$ cat src/osf_pkg.sv
// Shared types, widths and codes for the ordered store with overflow queue.
`default_nettype none
package osf_pkg;

  localparam int unsigned DEF_STORE_DEPTH = 64;
  localparam int unsigned DEF_RING_DEPTH  = 64;

  localparam int unsigned FUNC_W      = 2;
  localparam int unsigned KEY_W       = 32;
  localparam int unsigned POS_W       = 8;
  localparam int unsigned STATUS_W    = 3;
  localparam int unsigned DATA_W      = 32;
  localparam int unsigned SCOUNT_W    = 7;
  localparam int unsigned WCOUNT_W    = 6;
  localparam int unsigned CFG_IDX_W   = 2;
  localparam int unsigned CFG_DATA_W  = 7;
  localparam int unsigned IN_TDATA_W  = 40;
  localparam int unsigned OUT_TDATA_W = 48;

  localparam logic [CFG_DATA_W-1:0] RST_LOT_CAPACITY = CFG_DATA_W'(64);
  localparam logic [CFG_DATA_W-1:0] RST_RING_SIZE    = CFG_DATA_W'(64);

  localparam logic [CFG_IDX_W-1:0] REG_LOT_CAPACITY = CFG_IDX_W'(0);
  localparam logic [CFG_IDX_W-1:0] REG_RING_SIZE    = CFG_IDX_W'(1);

  typedef enum logic [FUNC_W-1:0] {
    FUNC_ARRIVE  = 2'd0,
    FUNC_DEPART  = 2'd1,
    FUNC_RD_STORE = 2'd2,
    FUNC_RD_RING = 2'd3
  } func_e;

  typedef enum logic [STATUS_W-1:0] {
    STAT_STORED   = 3'd0,
    STAT_QUEUED   = 3'd1,
    STAT_DROPPED  = 3'd2,
    STAT_REMOVED  = 3'd3,
    STAT_PROMOTED = 3'd4,
    STAT_NOTFOUND = 3'd5,
    STAT_READOK   = 3'd6,
    STAT_READBAD  = 3'd7
  } status_e;

  typedef enum logic [3:0] {
    OP_NONE        = 4'd0,
    OP_LATCH       = 4'd1,
    OP_ARRIVE_STORE = 4'd2,
    OP_ARRIVE_RING = 4'd3,
    OP_SRCH_START  = 4'd4,
    OP_SRCH_NEXT   = 4'd5,
    OP_SHIFT_START = 4'd6,
    OP_SHIFT_STEP  = 4'd7,
    OP_PROMO_RD    = 4'd8,
    OP_PROMO_WR    = 4'd9,
    OP_RD_STORE    = 4'd10,
    OP_RD_RING     = 4'd11
  } dp_op_e;

  typedef enum logic [1:0] {
    DSEL_ZERO  = 2'd0,
    DSEL_ONES  = 2'd1,
    DSEL_STORE = 2'd2,
    DSEL_RING  = 2'd3
  } data_sel_e;

  typedef struct packed {
    dp_op_e    op;
    logic      fill_dec;
    logic      res_we;
    status_e   res_status;
    data_sel_e res_sel;
    logic      out_load;
  } cmd_t;

  typedef struct packed {
    func_e func;
    logic  fill_lt_cap;
    logic  fill_zero;
    logic  ring_full;
    logic  ring_empty;
    logic  store_pos_ok;
    logic  ring_pos_ok;
    logic  key_match;
    logic  idx_zero;
    logic  nxt1_lt_fill;
    logic  nxt2_lt_fill;
    logic  out_free;
  } sts_t;

endpackage
`default_nettype wire

$ cat src/osf_ctrl.sv
// Controller state machine: sequences arrive, depart, promotion and reads.
`default_nettype none
module osf_ctrl
  import osf_pkg::*;
(
  input  wire logic clk_i,
  input  wire logic rst_ni,
  input  wire logic in_valid_i,
  output logic      in_ready_o,
  input  wire sts_t sts_i,
  output cmd_t      cmd_o
);

  typedef enum logic [7:0] {
    S_IDLE     = 8'b0000_0001,
    S_EXEC     = 8'b0000_0010,
    S_SRCH     = 8'b0000_0100,
    S_SHIFT    = 8'b0000_1000,
    S_PROMO    = 8'b0001_0000,
    S_PROMO_WR = 8'b0010_0000,
    S_RDWAIT   = 8'b0100_0000,
    S_DONE     = 8'b1000_0000
  } state_e;

  state_e state_q, state_d;

  always_comb begin
    state_d        = state_q;
    in_ready_o     = 1'b0;
    cmd_o.op       = OP_NONE;
    cmd_o.fill_dec = 1'b0;
    cmd_o.res_we   = 1'b0;
    cmd_o.res_status = STAT_STORED;
    cmd_o.res_sel  = DSEL_ZERO;
    cmd_o.out_load = 1'b0;
    unique case (state_q)
      S_IDLE: begin
        in_ready_o = 1'b1;
        if (in_valid_i) begin
          cmd_o.op = OP_LATCH;
          state_d  = S_EXEC;
        end
      end
      S_EXEC: begin
        unique case (sts_i.func)
          FUNC_ARRIVE: begin
            cmd_o.res_we = 1'b1;
            state_d      = S_DONE;
            priority if (sts_i.fill_lt_cap) begin
              cmd_o.op         = OP_ARRIVE_STORE;
              cmd_o.res_status = STAT_STORED;
            end else if (!sts_i.ring_full) begin
              cmd_o.op         = OP_ARRIVE_RING;
              cmd_o.res_status = STAT_QUEUED;
            end else begin
              cmd_o.res_status = STAT_DROPPED;
            end
          end
          FUNC_DEPART: begin
            if (sts_i.fill_zero) begin
              cmd_o.res_we     = 1'b1;
              cmd_o.res_status = STAT_NOTFOUND;
              state_d          = S_DONE;
            end else begin
              cmd_o.op = OP_SRCH_START;
              state_d  = S_SRCH;
            end
          end
          FUNC_RD_STORE: begin
            if (sts_i.store_pos_ok) begin
              cmd_o.op = OP_RD_STORE;
              state_d  = S_RDWAIT;
            end else begin
              cmd_o.res_we     = 1'b1;
              cmd_o.res_status = STAT_READBAD;
              cmd_o.res_sel    = DSEL_ONES;
              state_d          = S_DONE;
            end
          end
          FUNC_RD_RING: begin
            if (sts_i.ring_pos_ok) begin
              cmd_o.op = OP_RD_RING;
              state_d  = S_RDWAIT;
            end else begin
              cmd_o.res_we     = 1'b1;
              cmd_o.res_status = STAT_READBAD;
              cmd_o.res_sel    = DSEL_ONES;
              state_d          = S_DONE;
            end
          end
          default: begin
            state_d = S_IDLE;
          end
        endcase
      end
      S_SRCH: begin
        priority if (sts_i.key_match) begin
          if (sts_i.nxt1_lt_fill) begin
            cmd_o.op = OP_SHIFT_START;
            state_d  = S_SHIFT;
          end else begin
            cmd_o.fill_dec = 1'b1;
            state_d        = S_PROMO;
          end
        end else if (sts_i.idx_zero) begin
          cmd_o.res_we     = 1'b1;
          cmd_o.res_status = STAT_NOTFOUND;
          state_d          = S_DONE;
        end else begin
          cmd_o.op = OP_SRCH_NEXT;
        end
      end
      S_SHIFT: begin
        cmd_o.op = OP_SHIFT_STEP;
        if (!sts_i.nxt2_lt_fill) begin
          cmd_o.fill_dec = 1'b1;
          state_d        = S_PROMO;
        end
      end
      S_PROMO: begin
        if (!sts_i.ring_empty && sts_i.fill_lt_cap) begin
          cmd_o.op = OP_PROMO_RD;
          state_d  = S_PROMO_WR;
        end else begin
          cmd_o.res_we     = 1'b1;
          cmd_o.res_status = STAT_REMOVED;
          state_d          = S_DONE;
        end
      end
      S_PROMO_WR: begin
        cmd_o.op         = OP_PROMO_WR;
        cmd_o.res_we     = 1'b1;
        cmd_o.res_status = STAT_PROMOTED;
        state_d          = S_DONE;
      end
      S_RDWAIT: begin
        cmd_o.res_we     = 1'b1;
        cmd_o.res_status = STAT_READOK;
        cmd_o.res_sel    = (sts_i.func == FUNC_RD_STORE) ? DSEL_STORE : DSEL_RING;
        state_d          = S_DONE;
      end
      S_DONE: begin
        if (sts_i.out_free) begin
          cmd_o.out_load = 1'b1;
          state_d        = S_IDLE;
        end
      end
      default: begin
        state_d = S_IDLE;
      end
    endcase
  end

  always_ff @(posedge clk_i or negedge rst_ni) begin
    if (!rst_ni) begin
      state_q <= S_IDLE;
    end else begin
      state_q <= state_d;
    end
  end

endmodule
`default_nettype wire

$ cat config.mk
export PLATFORM = sky130hd
export DESIGN_NAME = osf_ctrl
export DESIGN_NICKNAME = d
export VERILOG_FILES = /design/src/osf_pkg.sv /design/src/osf_ctrl.sv
export SDC_FILE = /design/constraint.sdc
export NUM_CORES = 1
export LEC_CHECK = 0
export BUFFER_PORTS_ARGS = -buffer_cell sky130_fd_sc_hd__buf_2
export CAP_MARGIN = 25
export CORE_MARGIN = 2
export CORE_UTILIZATION = 52
export CTS_CLUSTER_SIZE = 25
export DETAILED_ROUTE_END_ITERATION = 7
export HOLD_SLACK_MARGIN = 0.12
export PLACE_DENSITY = 0.81
export SYNTH_ARGS = -nofsm -noshare
export SYNTH_HDL_FRONTEND = slang
export SYNTH_SLANG_ARGS = --single-unit
$ cat constraint.sdc
create_clock -name clk_i -period 4.1 [get_ports clk_i]
set_input_delay 0 -clock clk_i [delete_from_list [all_inputs] [get_ports clk_i]]
set_output_delay 0 -clock clk_i [all_outputs]
set_load 0.1 [all_outputs]
==> results.txt, run 1 <==
Synth Register Bits = 8
vias per cell = 5.91
crit end category = primary output
DR vias = 975
Hold Crit Class = in2reg
number of flip-flops in the largest register = 8
gpl congestion = 0.909
Root Buffer = clkbuf_4
fmax = 415 MHz
Post-DP Area = 965 sq um
Die W = 43.7 um
synth unique cells = 40
CP top delay family = simple AND/OR/NAND/NOR gates
post-cts resize count = 0
DR WL/cell = 14.0 um
CP Data Required Time = 4100 ps
fraction of layout cells with a size suffix above 1 = 25.5%
cell accounting for the most synthesized area = dfrtp_1
critical path type = reg2out
Worst Skew = 11.1 ps
Fillers = 125
R2R setup slack = 2380 ps
Reg area = 201 sq um
LEAKAGE = 0.543 nW
Post-synth top cells = nor2_1, inv_1, o21ai_0
asr flop ratio synth = 100%
Clk Latency, worst-skew pair = 260 ps
most common cell in the netlist = nor2_1
number of global-route vias before repair = 877
multi-input logic area = 566 sq um
Post-synth EDFFs = 0
Post-Layout Inst Area = 1090 sq um
maximum vdd drop = 0.000303 V
hold_sp = sts_i[11]
CP Buf/Inv Count = 1
gr usage total = 27.2%
row count = 14
Final Total Pwr = 0.552 mW
Least-Margin Pin Slew = 541 ps
relative slew slack = 63.6%
DRT Wirelength = 2320 um
initial antenna violation count = 0
final hold violations = 0
largest registers = state_q x8
final setup fails = 0
Ys Warns = 0
final sum of negative setup slack = 0 ps
GRT overflow = 0
status = complete, no violations
synth top area cells = dfrtp_1, o21ai_0, nor2_1
Cells after Synth = 111
area delta synth->final = 32.9%
CTS HTree Levels = 1
final period utilization = 58.8%
Antenna Violating Nets Remaining = 0
ys flop type = dfrtp_1
CP max stage cell = dfrtp_1
crit path DAT = 2410 ps
post-layout min period = 2410 ps
Worst setup SP type = flip-flop
Antenna Cells = 0
DRC = 0
crit path launch = state_q[5]
Net count, final = 166
clock slew at reported path FFs = 70 ps
max_cap viols = 0
Final WS setup = 1690 ps
CTS Buf Count = 3
largest net degree at the start of global routing = 12
FF-to-FF Start = state_q[2]
Biggest register = state_q
Longest Clk Path Bufs = 2
worst reg2reg path endpoint = state_q[0]
Yosys top cell area share = 21.3%
RSZ-0062 raised after global routing = no
First DRT Iteration DRCs = 26
Die Span Y = 43.7 um
R2R depth = 4
worst slack, placed = 2020 ps
Critical Path Sink = cmd_o[10]
Synth Net Count = 127
WP depth = 5
Port Buf Inserts = 28
syn avg cell area = 7.39 sq um
CP Max Fanout = 8
Sink Count = 8
PwrDens = 506 nW/um^2
CP peak stage delay = 460 ps
CTS tree = yes
Top Ports = 29
first-pass GRT wire length = 3970 um
sequential area share after synthesis = 24.5%
Die Area = 1910 sq um
Final Max Slew Viols = 0
Initial Utilization = 55.1%
Detailed Routing Iterations Pass 1 = 4
Core Box Area = 1490 sq um
DP HPWL = 1690 um
Post-Syn Area = 821 sq um
worst path cell trace = or3_4 > nor4_4 > a32o_2 > nand2b_1 > buf_2
==> cell families after synthesis <==
| logic type | after synthesis | share of synthesized area [%] |
|---|---|---|
| AOI/OAI and AO/OA | 30 | 23.8 |
| xor gates and xnor gates | 2 | 2.13 |
| buffers and inverters | 14 | 6.55 |
| DFF | 8 | 24.5 |
| and+or+nand+nor | 57 | 43.0 |
==> how the worst min path moves through the flow <==
stage,cells past startpoint,slack (ps),end
2_1_floorplan,0,-300,state_q[1]
3_3_place_gp,1,-140,state_q[6]
3_5_place_dp,1,-140,state_q[5]
4_1_cts,4,130,state_q[4]
5_1_grt,2,150,state_q[2]
6_report,2,150,state_q[2]
==> area by class of cell <==
class	count	share of cell area, %
repair buffers	38	22.0
multi-input cells	89	51.8
well taps	16	1.83
flip-flops and latches	8	18.5
inverters	10	3.44
clock buffers	4	2.41
==> layer usage <==
metal | wire [um] | track usage [%] | vias up
met5 | 0 | 0 | -
met4 | 0 | 7.27 | 0
met3 | 141 | 3.75 | 0
met2 | 1100 | 44.4 | 43
met1 | 1080 | 37.7 | 442
li1 | - | - | 490
==> cell usage in the layout, fill, tap and decap left out, drive strengths merged, types with 2 or more instances in the layout <==
master	n
o211ai	2
nor2b	4
nand2b	4
or3	3
a221oi	2
nor3	5
a21oi	5
inv	10
nand3	4
and2	2
nor4b	3
nor4	4
nor3b	4
nand2	5
a31oi	2
nor2	11
and3	3
o21ai	11
dfrtp	7
buf	28
nand3b	2
clkbuf	4
nand4	2
dlygate4sd3	10
==> timing repair <==
item,4_1_cts,5_1_grt
hold buffers,10,0
buffers inserted,0,0
endpoints found under the hold margin,15,0
==> metrics by stage <==
stage	hold slack (ps)	cells	util, %
floorplan	-296	111	-
CTS	125	165	73.3
global placement	-142	151	64.8
finish	146	165	73.3
detailed placement	-141	151	64.8
global route	150	165	73.3
==> power by group <==
| part | leakage (nW) | internal, mW | switching, mW |
|---|---|---|---|
| logic | 0.421 | 0.0899 | 0.264 |
| clock network | 0.0150 | 0.0374 | 0.0310 |
| registers | 0.107 | 0.0958 | 0.0337 |
Note: power is estimated with default switching activity, not from simulation.
==> inputs of run 2 (changes only) <==
--- a/config.mk
+++ b/config.mk
@@ -8,11 +8,11 @@
 export BUFFER_PORTS_ARGS = -buffer_cell sky130_fd_sc_hd__buf_2
 export CAP_MARGIN = 25
 export CORE_MARGIN = 2
-export CORE_UTILIZATION = 52
+export CORE_UTILIZATION = 44
 export CTS_CLUSTER_SIZE = 25
 export DETAILED_ROUTE_END_ITERATION = 7
 export HOLD_SLACK_MARGIN = 0.12
-export PLACE_DENSITY = 0.81
+export PLACE_DENSITY = 0.73
 export SYNTH_ARGS = -nofsm -noshare
 export SYNTH_HDL_FRONTEND = slang
 export SYNTH_SLANG_ARGS = --single-unit
==> constraint.sdc (replaced) <==
create_clock -name clk_i -period 2.16 [get_ports clk_i]
set_input_delay 0 -clock clk_i [delete_from_list [all_inputs] [get_ports clk_i]]
set_output_delay 0 -clock clk_i [all_outputs]
set_load 0.1 [all_outputs]
==> run 2 against run 1 <==
First-iteration DRC count up 120%. Combinational power up 140%. Count of clock-buffer cells in the layout did not move. Clock skew down 1.6 ps. Cell count grew 12%. Sequential power is 100% higher. Die area grew 16%. Critical path depth increased by 1. Non-clock buffer count up 10. Flip-flop and latch count unchanged. Clock power grew 90%. Global-route usage shrank 0.54 points. Critical endpoint is now cmd_o[3].
==> results.txt, run 2 (same netlist as run 1, synthesis figures left out) <==
Final Max Slew Viols = 0 (unchanged)
number of flip-flops in the largest register = 8 (unchanged)
Final WS setup = 3.52 ps (-1680 ps)
Fillers = 122 (-2.4%)
clock slew at reported path FFs = 60 ps (about the same)
Port Buf Inserts = 28 (unchanged)
Top Usage Layer GRT = met2
Initial Utilization = 47.0% (-8.1 points)
DP HPWL = 1930 um (+14%)
vias per cell = 6.03 (+2.0%)
DRC = 0 (unchanged)
Post-DP Area = 1150 sq um (+20%)
Least-Margin Pin Slew = 566 ps (+24.8 ps)
number of global-route vias before repair = 938 (+7.0%)
final hold violations = 0 (unchanged)
cell-internal power = 0.549 mW (+150%)
First DRT Iteration DRCs = 56 (+120%)
Worst setup SP type = flip-flop
LEAKAGE = 0.624 nW (+15%)
Longest Clk Path Bufs = 2 (unchanged)
Die W = 47.2 um (+7.9%)
worst path cell trace = or3_4 > nor4_4 > buf_4 > o21ai_2 > o211ai_1 > clkbuf_16
hold_sp = sts_i[2]
relative slew slack = 61.9% (-1.7 points)
maximum vdd drop = 0.000671 V (+120%)
initial antenna violation count = 0 (unchanged)
Hold Worst Slack = 152 ps (+6.00 ps)
Biggest register = state_q
clock power share = 10.5% (-1.9 points)
most frequent cells in the layout = buf_2, buf_4, inv_1
Hold Crit Class = in2reg
CP Data Required Time = 2160 ps (-1940 ps)
Top Ports = 29 (unchanged)
status = complete, no violations
gr usage total = 26.7% (-0.54 points)
fmax = 464 MHz
Antenna Violating Nets Remaining = 0 (unchanged)
Worst Skew = 9.55 ps (-1.57 ps)
FF-to-FF Start = state_q[3]
RSZ-0062 raised after global routing = yes
switching power = 0.693 mW (+110%)
Sink Count = 8 (unchanged)
Die Span Y = 47.2 um (+7.9%)
crit path DAT = 2160 ps (-250 ps)
area delta synth->final = 65.9%
Die Area = 2230 sq um (+16%)
row count = 15 (+1)
CTS Buf Count = 3 (unchanged)
CP max stage cell = dfrtp_2
Core Box Area = 1750 sq um (+17%)
worst slack, placed = 235 ps (-1790 ps)
CP Max Fanout = 7 (-1)
GRT overflow = 0 (unchanged)
fraction of layout cells with a size suffix above 1 = 40.9% (+15 points)
crit end category = primary output
PwrDens = 912 nW/um^2 (+80%)
CP peak stage delay = 450 ps (about the same)
DR WL/cell = 16.0 um (+14%)
max_cap viols = 0 (unchanged)
final period utilization = 99.8%
largest registers = state_q x8
final setup fails = 0 (unchanged)
DRT Wirelength = 2940 um (+27%)
M2 GR Usage = 41.6% (-2.8 points)
switching share of power = 55.8% (-3.8 points)
first-pass GRT wire length = 4210 um (+6.1%)
Root Buffer = clkbuf_4
Flop pwr share = 21.0% (-2.5 points)
CTS HTree Levels = 1 (unchanged)
Detailed Routing Iterations Pass 1 = 4 (unchanged)
crit path launch = state_q[5]
DR vias = 1,109 (+14%)
critical path type = reg2out
CTS tree = yes
met1 usage = 38.7% (+0.95 points)
Clk Latency, worst-skew pair = 270 ps (about the same)
Post-Layout Inst Area = 1360 sq um (+25%)
largest net degree at the start of global routing = 12 (unchanged)
gpl congestion = 0.831 (-8.6%)
post-layout min period = 2160 ps
M3 GR Usage = 2.31% (-1.4 points)
commonest non-fill, non-tap cell in the layout = buf_2
Antenna Cells = 0 (unchanged)
Net count, final = 176 (+6.0%)
Combinational Power Share = 68.5% (+4.3 points)
run 2: changes by cell type in the layout (fill, tap and decap cells not counted), sizes merged:
cell | before | now
buf | 28 | 38
clkbuf | 4 | 7
dlygate4sd3 | 10 | 7
run 2: what timing repair did:
item / 4_1_cts / 5_1_grt
endpoints found under the setup margin: 3 / 8
buffers inserted: 2 / 9
pin swaps: 1 / 4
endpoints found under the hold margin: 15 / 0
gates resized for setup: 0 / 11
hold buffers: 7 / 0
run 2: area by class of cell:
| cell class | count | area, sq um | area share [%] |
|---|---|---|---|
| clock buffers | 4 | 26.3 | 1.93 |
| well taps | 25 | 31.3 | 2.30 |
| inverters | 10 | 37.5 | 2.76 |
| multi-input cells | 89 | 619 | 45.5 |
| repair buffers | 48 | 438 | 32.2 |
| flip-flops and latches | 8 | 209 | 15.3 |
run 2: critical path: cells and delay by family, from the launching register on:
kind | cells | cell delay (ps)
compound gates | 2 | 350
simple gates | 2 | 630
flops | 1 | 450
buf+inv | 2 | 460
run 2: power by group through the flow:
stage          Combinational (mW)  Clock [mW]  Sequential [mW]
6_report                    0.850       0.130            0.260
5_1_grt                     0.892       0.138            0.265
4_1_cts                     0.796       0.131            0.251
3_5_place_dp                0.770           0            0.254
3_3_place_gp                0.762           0            0.250
2_1_floorplan               0.646           0            0.197
run 2: worst paths after layout:
path / to / slack, ps / cells after the start
hold / removal: state_q[3] / 150 / 4
hold reg to reg: state_q[5] / 710 / 3
setup / recovery: cmd_o[3] / 4 / 6
min in group asynchronous: state_q[0] / 210 / 2
max in group asynchronous: state_q[2] / 1160 / 3
setup reg to reg: state_q[0] / 400 / 6
run 2: metrics by stage:
stage               std cells  util, %  power (mW)  TNS, ps
finish                    184     78.0        1.24        0
global route              184     78.0        1.30    -74.1
CTS                       175     72.5        1.18        0
detailed placement        162     66.1        1.02        0
global placement          162     66.1        1.01        0
floorplan                 111        -       0.843    -2130
run 2: layer usage:
| metal | vias up | routed length, um | part of all wire, % |
|---|---|---|---|
| li1 | 510 | - | - |
| met1 | 525 | 1170 | 40 |
| met2 | 68 | 1470 | 50 |
| met3 | 6 | 247 | 8.4 |
| met4 | 0 | 48 | 1.6 |
| met5 | - | 0 | 0 |
